File: src/tbu_pkg.sv
package tbu_pkg;

  localparam logic [15:0] TAG_BUNDLE = 16'h1234;
  localparam logic [15:0] TAG_NAME   = 16'h0101;
  localparam logic [15:0] TAG_DATA   = 16'h0202;

  localparam logic [2:0] HDR_LAST = 3'd7;

  // byte classes
  localparam logic [2:0] KIND_HDR     = 3'd0;
  localparam logic [2:0] KIND_RHDR    = 3'd1;
  localparam logic [2:0] KIND_NAME    = 3'd2;
  localparam logic [2:0] KIND_DATA    = 3'd3;
  localparam logic [2:0] KIND_SKIP    = 3'd4;
  localparam logic [2:0] KIND_IGNORED = 3'd5;

  // status codes
  localparam logic [3:0] ST_RUNNING    = 4'd0;
  localparam logic [3:0] ST_SUCCESS    = 4'd1;
  localparam logic [3:0] ST_SHORT_FILE = 4'd2;
  localparam logic [3:0] ST_BAD_HDR    = 4'd3;
  localparam logic [3:0] ST_SHORT_RHDR = 4'd4;
  localparam logic [3:0] ST_BAD_NAMELEN = 4'd5;
  localparam logic [3:0] ST_SHORT_NAME = 4'd6;
  localparam logic [3:0] ST_NO_NAME    = 4'd7;
  localparam logic [3:0] ST_SHORT_DATA = 4'd8;
  localparam logic [3:0] ST_SHORT_SKIP = 4'd9;

  localparam int QDEPTH = 2;
  localparam int QAW    = 1;
  localparam int QCW    = 2;

  typedef enum logic [5:0] {
    PH_HDR  = 6'b000001,
    PH_RHDR = 6'b000010,
    PH_NAME = 6'b000100,
    PH_DATA = 6'b001000,
    PH_SKIP = 6'b010000,
    PH_ERR  = 6'b100000
  } phase_t;

  // classified word passed from parser to output stage; strobes not yet gated
  typedef struct packed {
    logic [2:0] kind;
    logic [7:0] value;
    logic       name_last;
    logic       open_req;
    logic       close_req;
    logic       wr_req;
    logic [3:0] status;
  } item_t;

endpackage

File: src/tbu_front.sv
module tbu_front
  import tbu_pkg::*;
#(
  parameter int unsigned MAX_NAME_LEN = 63
) (
  input  logic       clk,
  input  logic       rst,
  input  logic       in_valid,
  output logic       in_ready,
  input  logic [7:0] in_byte,
  input  logic       last_byte,
  output logic       push,
  output item_t      push_item,
  input  logic       q_ready
);

  phase_t      phase, phase_next;
  logic [2:0]  header_count, header_count_next;
  logic [15:0] tag_shift, tag_shift_next;
  logic [31:0] length_shift, length_shift_next;
  logic [31:0] bytes_left, bytes_left_next;
  logic        name_seen, name_seen_next;
  logic [3:0]  error_code, error_code_next;

  logic [15:0] tag_upd;
  logic [31:0] len_upd;
  logic [2:0]  hc_upd;
  logic        hdr_done;
  logic        last_left;
  item_t       it;

  assign in_ready  = q_ready;
  assign push      = in_valid && q_ready;
  assign push_item = it;

  always_comb begin
    hdr_done  = (header_count == HDR_LAST);
    hc_upd    = hdr_done ? 3'd0 : header_count + 3'd1;
    tag_upd   = (header_count < 3'd2) ? {in_byte, tag_shift[15:8]} : tag_shift;
    len_upd   = (header_count >= 3'd4) ? {in_byte, length_shift[31:8]} : length_shift;
    last_left = (bytes_left == 32'd1);

    phase_next        = phase;
    header_count_next = header_count;
    tag_shift_next    = tag_shift;
    length_shift_next = length_shift;
    bytes_left_next   = bytes_left;
    name_seen_next    = name_seen;
    error_code_next   = error_code;

    it           = '0;
    it.value     = in_byte;
    it.kind      = KIND_IGNORED;

    unique case (phase)
      PH_HDR: begin
        it.kind           = KIND_HDR;
        tag_shift_next    = tag_upd;
        length_shift_next = len_upd;
        header_count_next = hc_upd;
        if (hdr_done) begin
          if (tag_upd != TAG_BUNDLE || len_upd != 32'd0) begin
            error_code_next = ST_BAD_HDR;
            phase_next      = PH_ERR;
          end else begin
            phase_next = PH_RHDR;
          end
        end
      end
      PH_RHDR: begin
        it.kind           = KIND_RHDR;
        tag_shift_next    = tag_upd;
        length_shift_next = len_upd;
        header_count_next = hc_upd;
        if (hdr_done) begin
          if (tag_upd == TAG_NAME) begin
            if (len_upd == 32'd0 || len_upd > 32'(MAX_NAME_LEN)) begin
              error_code_next = ST_BAD_NAMELEN;
              phase_next      = PH_ERR;
            end else begin
              bytes_left_next = len_upd;
              phase_next      = PH_NAME;
            end
          end else if (tag_upd == TAG_DATA) begin
            if (!name_seen) begin
              error_code_next = ST_NO_NAME;
              phase_next      = PH_ERR;
            end else begin
              it.open_req = 1'b1;
              if (len_upd == 32'd0) begin
                it.close_req = 1'b1;
              end else begin
                bytes_left_next = len_upd;
                phase_next      = PH_DATA;
              end
            end
          end else if (len_upd != 32'd0) begin
            bytes_left_next = len_upd;
            phase_next      = PH_SKIP;
          end
        end
      end
      PH_NAME: begin
        it.kind = KIND_NAME;
        // first name byte: a zero byte means an empty name
        if (bytes_left == length_shift) name_seen_next = (in_byte != 8'd0);
        bytes_left_next = bytes_left - 32'd1;
        if (last_left) begin
          it.name_last = 1'b1;
          phase_next   = PH_RHDR;
        end
      end
      PH_DATA: begin
        it.kind         = KIND_DATA;
        it.wr_req       = 1'b1;
        bytes_left_next = bytes_left - 32'd1;
        if (last_left) begin
          it.close_req = 1'b1;
          phase_next   = PH_RHDR;
        end
      end
      PH_SKIP: begin
        it.kind         = KIND_SKIP;
        bytes_left_next = bytes_left - 32'd1;
        if (last_left) phase_next = PH_RHDR;
      end
      PH_ERR: begin
        it.kind = KIND_IGNORED;
      end
      default: begin
        it.kind = KIND_IGNORED;
      end
    endcase

    it.status = error_code_next;
    if (last_byte) begin
      if (error_code_next == ST_RUNNING) begin
        unique case (phase_next)
          PH_HDR:  it.status = ST_SHORT_FILE;
          PH_RHDR: it.status = (header_count_next == 3'd0) ? ST_SUCCESS : ST_SHORT_RHDR;
          PH_NAME: it.status = ST_SHORT_NAME;
          PH_DATA: begin
            it.status    = ST_SHORT_DATA;
            it.close_req = 1'b1;
          end
          PH_SKIP: it.status = ST_SHORT_SKIP;
          PH_ERR:  it.status = ST_SUCCESS;
          default: it.status = ST_SUCCESS;
        endcase
      end
      // end of bundle: start over
      phase_next        = PH_HDR;
      header_count_next = 3'd0;
      tag_shift_next    = 16'd0;
      length_shift_next = 32'd0;
      bytes_left_next   = 32'd0;
      name_seen_next    = 1'b0;
      error_code_next   = ST_RUNNING;
    end
  end

  always_ff @(posedge clk) begin
    if (rst) begin
      phase        <= PH_HDR;
      header_count <= 3'd0;
      tag_shift    <= 16'd0;
      length_shift <= 32'd0;
      bytes_left   <= 32'd0;
      name_seen    <= 1'b0;
      error_code   <= ST_RUNNING;
    end else if (push) begin
      phase        <= phase_next;
      header_count <= header_count_next;
      tag_shift    <= tag_shift_next;
      length_shift <= length_shift_next;
      bytes_left   <= bytes_left_next;
      name_seen    <= name_seen_next;
      error_code   <= error_code_next;
    end
  end

  a_err_phase: assert property (@(posedge clk) disable iff (rst)
    (error_code != ST_RUNNING) == (phase == PH_ERR))
    else $error("error code and error phase disagree");

  a_err_sticky: assert property (@(posedge clk) disable iff (rst)
    (phase == PH_ERR && push && !last_byte) |=> (phase == PH_ERR))
    else $error("error phase left before end of bundle");

  a_payload_hc: assert property (@(posedge clk) disable iff (rst)
    (phase == PH_NAME || phase == PH_DATA || phase == PH_SKIP) |-> (header_count == 3'd0))
    else $error("header count not clear during payload");

endmodule

File: src/tbu_queue.sv
module tbu_queue
  import tbu_pkg::*;
(
  input  logic  clk,
  input  logic  rst,
  input  logic  push,
  input  item_t push_item,
  output logic  q_ready,
  input  logic  pop,
  output item_t pop_item,
  output logic  q_valid
);

  item_t           mem [QDEPTH];
  logic [QAW-1:0]  wr_ptr;
  logic [QAW-1:0]  rd_ptr;
  logic [QCW-1:0]  count;

  assign q_ready  = (count != QCW'(QDEPTH));
  assign q_valid  = (count != '0);
  assign pop_item = mem[rd_ptr];

  always_ff @(posedge clk) begin
    if (push) mem[wr_ptr] <= push_item;
  end

  always_ff @(posedge clk) begin
    if (rst) begin
      wr_ptr <= '0;
      rd_ptr <= '0;
      count  <= '0;
    end else begin
      if (push) wr_ptr <= wr_ptr + QAW'(1);
      if (pop)  rd_ptr <= rd_ptr + QAW'(1);
      if (push && !pop)      count <= count + QCW'(1);
      else if (pop && !push) count <= count - QCW'(1);
    end
  end

  a_count_range: assert property (@(posedge clk) disable iff (rst)
    count <= QCW'(QDEPTH))
    else $error("queue count beyond depth");

endmodule

File: src/tbu_back.sv
module tbu_back
  import tbu_pkg::*;
(
  input  logic       clk,
  input  logic       rst,
  input  logic       cfg_valid,
  output logic       cfg_ready,
  input  logic       cfg_data,
  input  logic       q_valid,
  input  item_t      pop_item,
  output logic       pop,
  output logic       out_valid,
  input  logic       out_ready,
  output logic [2:0] byte_kind,
  output logic [7:0] byte_value,
  output logic       name_last,
  output logic       file_open,
  output logic       file_close,
  output logic       write_strobe,
  output logic [3:0] status
);

  logic write_out;

  assign cfg_ready = 1'b1;
  assign pop       = q_valid && (!out_valid || out_ready);

  always_ff @(posedge clk) begin
    if (rst) begin
      out_valid <= 1'b0;
      write_out <= 1'b1;
    end else begin
      if (cfg_valid) write_out <= cfg_data;
      if (pop) out_valid <= 1'b1;
      else if (out_ready) out_valid <= 1'b0;
    end
  end

  // strobes only go out when writing is enabled
  always_ff @(posedge clk) begin
    if (pop) begin
      byte_kind    <= pop_item.kind;
      byte_value   <= pop_item.value;
      name_last    <= pop_item.name_last;
      file_open    <= pop_item.open_req && write_out;
      file_close   <= pop_item.close_req && write_out;
      write_strobe <= pop_item.wr_req && write_out;
      status       <= pop_item.status;
    end
  end

  a_drain: assert property (@(posedge clk) disable iff (rst)
    $fell(out_valid) |-> $past(out_ready))
    else $error("output word dropped without handshake");

endmodule

File: src/tlv_bundle_unpacker.sv
// Channel  | handshake            | payload
// in       | in_valid / in_ready  | in_byte[7:0], last_byte
// out      | out_valid/ out_ready | byte_kind, byte_value, name_last, file_open,
//          |                      | file_close, write_strobe, status
// cfg      | cfg_valid/ cfg_ready | cfg_data (write_out)
//
// One byte per cycle sustained while out is not stalled; a taken byte is
// written into the queue at the accepting edge, then into the output register.
// The parser state loop advances once per accepted byte; that sets the rate.
// Synchronous active-high rst clears the parser, queue and output stage;
// write_out resets to 1. cfg_ready is always high.
// An out stall fills the two-entry queue, then drops in_ready.
module tlv_bundle_unpacker
  import tbu_pkg::*;
#(
  parameter int unsigned MAX_NAME_LEN = 63
) (
  input  logic       clk,
  input  logic       rst,
  input  logic       cfg_valid,
  output logic       cfg_ready,
  input  logic       cfg_data,
  input  logic       in_valid,
  output logic       in_ready,
  input  logic [7:0] in_byte,
  input  logic       last_byte,
  output logic       out_valid,
  input  logic       out_ready,
  output logic [2:0] byte_kind,
  output logic [7:0] byte_value,
  output logic       name_last,
  output logic       file_open,
  output logic       file_close,
  output logic       write_strobe,
  output logic [3:0] status
);

  logic  push;
  logic  pop;
  logic  q_ready;
  logic  q_valid;
  item_t push_item;
  item_t pop_item;

  tbu_front #(
    .MAX_NAME_LEN(MAX_NAME_LEN)
  ) u_front (
    .clk       (clk),
    .rst       (rst),
    .in_valid  (in_valid),
    .in_ready  (in_ready),
    .in_byte   (in_byte),
    .last_byte (last_byte),
    .push      (push),
    .push_item (push_item),
    .q_ready   (q_ready)
  );

  tbu_queue u_queue (
    .clk       (clk),
    .rst       (rst),
    .push      (push),
    .push_item (push_item),
    .q_ready   (q_ready),
    .pop       (pop),
    .pop_item  (pop_item),
    .q_valid   (q_valid)
  );

  tbu_back u_back (
    .clk          (clk),
    .rst          (rst),
    .cfg_valid    (cfg_valid),
    .cfg_ready    (cfg_ready),
    .cfg_data     (cfg_data),
    .q_valid      (q_valid),
    .pop_item     (pop_item),
    .pop          (pop),
    .out_valid    (out_valid),
    .out_ready    (out_ready),
    .byte_kind    (byte_kind),
    .byte_value   (byte_value),
    .name_last    (name_last),
    .file_open    (file_open),
    .file_close   (file_close),
    .write_strobe (write_strobe),
    .status       (status)
  );

endmodule

File: config.mk
export PLATFORM = sky130hd
export DESIGN_NAME = tlv_bundle_unpacker
export DESIGN_NICKNAME = d
export VERILOG_FILES = /design/src/tbu_pkg.sv /design/src/tbu_front.sv /design/src/tbu_queue.sv /design/src/tbu_back.sv /design/src/tlv_bundle_unpacker.sv
export SDC_FILE = /design/constraint.sdc
export NUM_CORES = 1
export LEC_CHECK = 0
export ABC_AREA = 1
export BUFFER_PORTS_ARGS = -buffer_cell sky130_fd_sc_hd__buf_2
export CORE_MARGIN = 1
export CORE_UTILIZATION = 35
export DETAILED_ROUTE_END_ITERATION = 8
export PLACE_DENSITY = 0.56
export SYNTH_ARGS = -nofsm -noshare
export SYNTH_HDL_FRONTEND = slang
export SYNTH_HIERARCHICAL = 1
export SYNTH_SLANG_ARGS = --single-unit
export TNS_END_PERCENT = 10
File: constraint.sdc
create_clock -name clk -period 3.8 [get_ports clk]
set_clock_uncertainty 0.15 [all_clocks]
set_input_delay 0.38 -clock clk [delete_from_list [all_inputs] [get_ports clk]]
set_output_delay 0.38 -clock clk [all_outputs]
set_load 0.05 [all_outputs]
==> impl_metrics.ini, run 1 <==
[clocking]
cts_tree = yes
htreeDepth = 4
hold_buffers = 1
clk_pin_slew_ns = 0.07
postCtsResizedCells = 0
cts_buffers = 17
cts.sinks = 158
cts_root_buffer = clkbuf_16
cts_setup_buffers = 0
clk_latency_ns = 0.44
clock_path_buffers = 2

[min_path]
hold_path_class = input pin to flop
holdPathStages = 3
min_from = cfg_valid
min_to = u_back/write_out

[power]
intPower_mw = 3.68
power_per_cell_area_nw_per_um2 = 582
leakage_nw = 4.53
power.total_mw = 6.10
pwr-share-seq_pct = 36.9
netSwitchingFraction_pct = 39.6
ir_worst_vdd_v = 0.000213
power_frac_clock_pct = 29.0
switchingPower_mw = 2.42
power_frac_comb_pct = 34.1

[layout]
final_common_cell = nand2_1
drive_above_1_share_pct = 10.2
area_growth_pct = 10.1
final_cell_count_no_fill = 1725
stdcell_area_um2 = 10500
antenna_cells = 0
final_nets = 1391
fillers = 2838
final_cell_mix = nand2_1, nor2_1, inv_1, dfxtp_1, a21oi_1

[global_route]
grt_usage_pct = 20.0
met3_usage_pct = 3.75
grt_pass1_vias = 8214
gr-usage-met1_pct = 26.3
antenna_found_initial = 0
grt_busiest_layer = met2
overflow = 0
grt_max_degree = 80
grt_first_pass_wirelength_um = 43800
use_met2_pct = 32.5

[yosys]
ys.flop_type = dfxtp_1
async_flop_share_pct = 0
synth_fp_nets = 1387
synth_edf_count = 57
syn_inst = 1367
avgSynthCellArea_um2 = 6.97
synth_area_um2 = 9530
ys_seq_area_share_pct = 39.2
synth_seq_cells = 158
synth_top_area_cell = dfxtp_1
synth_top_area_share_pct = 21.2
synthDistinctLibCells = 50
ys_top_cells_by_area = dfxtp_1, edfxtp_1, nand2_1
yosys_warnings = 6

[timing]
finalHoldViolations = 0
rsz0062_at_grt = false
tightest_slew_ns = 1.02
fmax_mhz = 308
setup-violations-final = 0
relSlewSlack_pct = 31.8
fin_tns_setup_ns = 0
fin_crit_sh_pct = 85.4
slew_viol_final = 0
min_period_ns = 3.24

[place]
gp_congestion = 0.924
hpwl_um = 19300
placed_area_um2 = 9880
dp_cells = 1692
io_buffer_count = 35

[setup_path]
r2r_setup_slack_ns = 0.56
critPathBufInv = 1
worstSetupEndpointType = flop
crit_slowest_cell = dfxtp_2
timing.rr.end = u_queue/mem[1][5]
critPathMostFrequentCell = nand2_1
r2r_start = u_front/header_count[2]
cp.depth = 15
crit_path_max_fanout = 30
rr_worst_depth = 15
crit_path_max_incr_delay_ns = 0.47
cp_cell_sequence = inv_4 -> nand2_2 -> nand2_1 -> nand2_1 -> nor2_1 -> nand2_1 -> nor2_4 -> nand3_2 -> o21ai_0 -> nand2_1 -> a21oi_2 -> nand2_1 -> nor2_2 -> nand2_1 -> nand2_1
path_class = flop to flop
crit_family = simple AND/OR/NAND/NOR gates
cp_data_required_time_ns = 3.94
crit_arrival_ns = 3.39
critPathLaunchType = flop

[detailed_routing]
drc_errors = 0
antenna_left = 0
routed_wl_um = 27100
routedWlPerCell_um = 15.7
vias = 8649
drt-vias-per-instance = 5.01
first_pass_iters = 7
drt_iter0_markers = 727

[die]
ios = 37
start_util_pct = 35.6
die_area_um2 = 27900
rows = 60
die-height_um = 167
die_x_um = 167
fp.coreArea_um2 = 26800

[job]
cap_viol_max_count = 0

[run_status]
status = completed
worst max-delay path by stage:
stage,startpoint,end,slack (ns)
final,u_front/header_count[2],u_queue/mem[1][5],0.56
after global routing,u_front/header_count[2],u_queue/mem[1][5],0.22
after CTS,u_front/header_count[2],u_queue/mem[1][5],0.53
after detailed placement,u_front/header_count[2],u_queue/mem[0][5],0.57
after global placement,u_front/header_count[2],u_queue/mem[0][5],0.55
after floorplan,u_back/out_valid,u_queue/count[1],1.20
per-layer routing:
layer / share of wire [%] / vias up / wire (µm)
met2: 45 / 249 / 12200
li1: - / 4397 / -
met4: 2.9 / 0 / 790
met1: 47 / 3957 / 12600
met3: 5.4 / 46 / 1480
met5: 0 / - / 0
kinds of logic (layout without fill, tap and decap cells):
kind of cell | Yosys count | count (layout) | share of synthesized area, %
AND/OR/NAND/NOR | 697 | 697 | 30.3
multiplexers | 19 | 19 | 2.64
other | 1 | 1 | 0.0394
XOR/XNOR | 47 | 47 | 4.32
AO/OA/AOI/OAI | 235 | 235 | 13.0
buffers and inverters | 205 | 222 | 9.90
flip-flops | 158 | 158 | 39.2
adder cells (fa/ha/maj) | 5 | 5 | 0.657
tightest hold or removal path, delay by kind of cell:
family	cells	cell delay, ns
buffers and inverters	1	0.09
AOI/OAI and AO/OA	1	0.06
and+or+nand+nor	1	0.05
sequential cells by signal, summed over array words and instances, names as in the netlist, named ones only:
register,cells
u_back/byte_kind,3
u_back/byte_value,8
u_back/file_close,1
u_back/file_open,1
u_back/name_last,1
u_back/out_valid,1
u_back/status,4
u_back/write_out,1
u_back/write_strobe,1
u_front/bytes_left,32
u_front/error_code,4
u_front/header_count,3
u_front/length_shift,32
u_front/name_seen,1
u_front/phase,6
u_front/tag_shift,16
u_queue/count,2
u_queue/mem,38
u_queue/rd_ptr,1
u_queue/wr_ptr,1
Yosys cell counts (all sizes together) (2+ instances only):
library cell,n
xor2,31
nand3,46
inv,138
or2,5
ha,5
xnor2,16
dfxtp,101
o211ai,6
a31oi,5
clkbuf,29
nand4,23
nor4,8
edfxtp,57
nand2,435
nor2,164
o22ai,2
mux2,19
a21oi,104
buf,37
nor3,14
o21ai,112
through the flow:
step	setup slack [ns]	utilization (%)	hold slack, ns
2_1_floorplan	1.20	-	0.271
3_3_place_gp	0.552	36.9	0.281
3_5_place_dp	0.573	36.9	0.287
4_1_cts	0.534	39.1	0.00624
5_1_grt	0.219	39.1	0.0398
6_report	0.555	39.1	0.0191
area by class of cell:
cell class	count	area (µm²)	share of cell area, %
multi-input combinational	1004	4880	46.5
sequential	158	3730	35.6
inverter	139	529	5.05
clock buffer	19	443	4.22
tap	341	427	4.07
timing repair buffer	51	323	3.08
clock inverter	13	155	1.48
power groups by stage:
stage	registers [mW]	clock network, mW	logic [mW]
5_1_grt	2.29	1.89	2.28
6_report	2.25	1.77	2.08
3_3_place_gp	2.29	0	2.06
3_5_place_dp	2.29	0	2.06
2_1_floorplan	2.63	0	1.26
4_1_cts	2.26	1.81	2.07
Power figures use the tool's default switching activity.
==> run 2, diff against run 1 <==
--- a/config.mk
+++ b/config.mk
@@ -10,6 +10,7 @@
 export CORE_MARGIN = 1
 export CORE_UTILIZATION = 35
 export DETAILED_ROUTE_END_ITERATION = 8
+export MAX_ROUTING_LAYER = met4
 export PLACE_DENSITY = 0.56
 export SYNTH_ARGS = -nofsm -noshare
 export SYNTH_HDL_FRONTEND = slang
==> run 2 against run 1 <==
  * Setup slack got worse by 0.070 ns
  * Highest routed layer unchanged
  * Clock power decreased by 5%
  * Cell count increased by 0.12%
  * First-iteration DRC count increased by 0.83%
  * Fmax decreased by 2.1%
  * Critical path type unchanged
  * Sequential cell count unchanged
  * Register-to-register slack got worse by 0.07 ns
  * Combinational power about the same
  * Sequential power about the same
  * Total power decreased by 1.1%
  * Critical endpoint is now u_queue/mem[1][3]
==> impl_metrics.ini, run 2 (synthesized netlist as in run 1, its figures left out) <==
[layout]
final_common_cell = nand2_1
final_cell_mix = nand2_1, nor2_1, inv_1, dfxtp_1, a21oi_1
antenna_cells = 0
drive_above_1_share_pct = 10.3
area_growth_pct = 9.98
top_regs = u_queue/mem (38), u_front/bytes_left (32), u_front/length_shift (32)
final_nets = 1393
largest_register = u_queue/mem
largest_reg_flops = 38
fin_util_pct = 39.1

[timing]
fin_crit_sh_pct = 87.2
min_period_ns = 3.31
tightest_slew_ns = 1.05
slew_viol_final = 0
rsz0062_at_grt = false
relSlewSlack_pct = 30.0
fmax_mhz = 302
hold_ws_ns = 0.0340
fin_tns_setup_ns = 0
setup-violations-final = 0
finalHoldViolations = 0

[die]
rows = 60
ios = 37
die_area_um2 = 27900
die-height_um = 167
start_util_pct = 35.6
die_x_um = 167
fp.coreArea_um2 = 26800

[setup_path]
crit_path_max_fanout = 30
crit_arrival_ns = 3.38
worstSetupEndpointType = flop
critPathLaunchType = flop
path_class = flop to flop
cp_data_required_time_ns = 3.87

[global_route]
grt_max_degree = 80
grt_usage_pct = 20.7
grt_first_pass_wirelength_um = 44000
antenna_found_initial = 0
overflow = 0
grt_pass1_vias = 8136

[detailed_routing]
drt-vias-per-instance = 5.11
drt_iter0_markers = 733
routedWlPerCell_um = 15.9
vias = 8817
routed_wl_um = 27400
drc_errors = 0
antenna_left = 0
first_pass_iters = 8

[place]
gp_congestion = 0.928
hpwl_um = 19400
io_buffer_count = 35

[clocking]
cts.sinks = 158
htreeDepth = 4
cts_buffers = 17
cts_root_buffer = clkbuf_16
clk_latency_ns = 0.45
clock_path_buffers = 2
hold_buffers = 2
cts_setup_buffers = 0
clk_pin_slew_ns = 0.07
postCtsResizedCells = 0
cts_tree = yes

[job]
cap_viol_max_count = 0

[power]
ir_worst_vdd_v = 0.000247
leakage_nw = 4.53
power.total_mw = 6.03
power_per_cell_area_nw_per_um2 = 576

[min_path]
hold_path_class = input pin to flop

[run_status]
status = completed
run 2: worst max-delay path, stage by stage (launching register included):
cell	delay, ns
dfxtp_2	0.39
inv_4	0.30
nand2_2	0.28
nand2_1	0.12
nand2_1	0.11
nor2_1	0.13
nand2_1	0.12
nor2_4	0.22
nand3_2	0.17
o21ai_0	0.29
nand2_1	0.11
a21oi_2	0.24
nand3_1	0.10
o21ai_0	0.36
run 2: through the flow:
stage	setup WS, ns	instance area [µm²]	instances
after floorplan	1.20	9530	1367
after global placement	0.568	9890	1693
after detailed placement	0.568	9890	1693
after CTS	0.554	10500	1727
after global routing	0.224	10500	1727
final	0.486	10500	1727
run 2: power by group:
part           internal, mW  total [mW]  leakage [nW]  switching, mW
sequential             2.07        2.25          1.37          0.174
clock                 0.933        1.69         0.281          0.762
combinational         0.605        2.09          2.89           1.48
total                  3.61        6.03          4.53           2.42
run 2: path summary, 6_finish.rpt:
check,startpoint,endpoint,slack (ns),cells after the start
worst max-delay path,u_front/header_count[2],u_queue/mem[1][3],0.49,13
worst min-delay path,out_ready,u_back/out_valid,0.03,4
worst max register to register,u_front/header_count[2],u_queue/mem[1][3],0.49,13
worst min register to register,u_front/tag_shift[0],u_front/tag_shift[0],0.31,2
run 2: layout make-up:
type / instances / area, µm²
inverter: 139 / 529
tap: 341 / 427
timing repair buffer: 53 / 340
sequential: 158 / 3730
multi-input combinational: 1004 / 4880
fill: 2866 / 16300
clock buffer: 19 / 443
clock inverter: 13 / 129
run 2: layer usage:
metal	vias to the layer above	routed length [µm]	track usage, %
li1	4425	-	-
met1	4088	12500	26.2
met2	275	12800	33.3
met3	29	1580	3.94
met4	0	582	6.28
met5	-	0	-
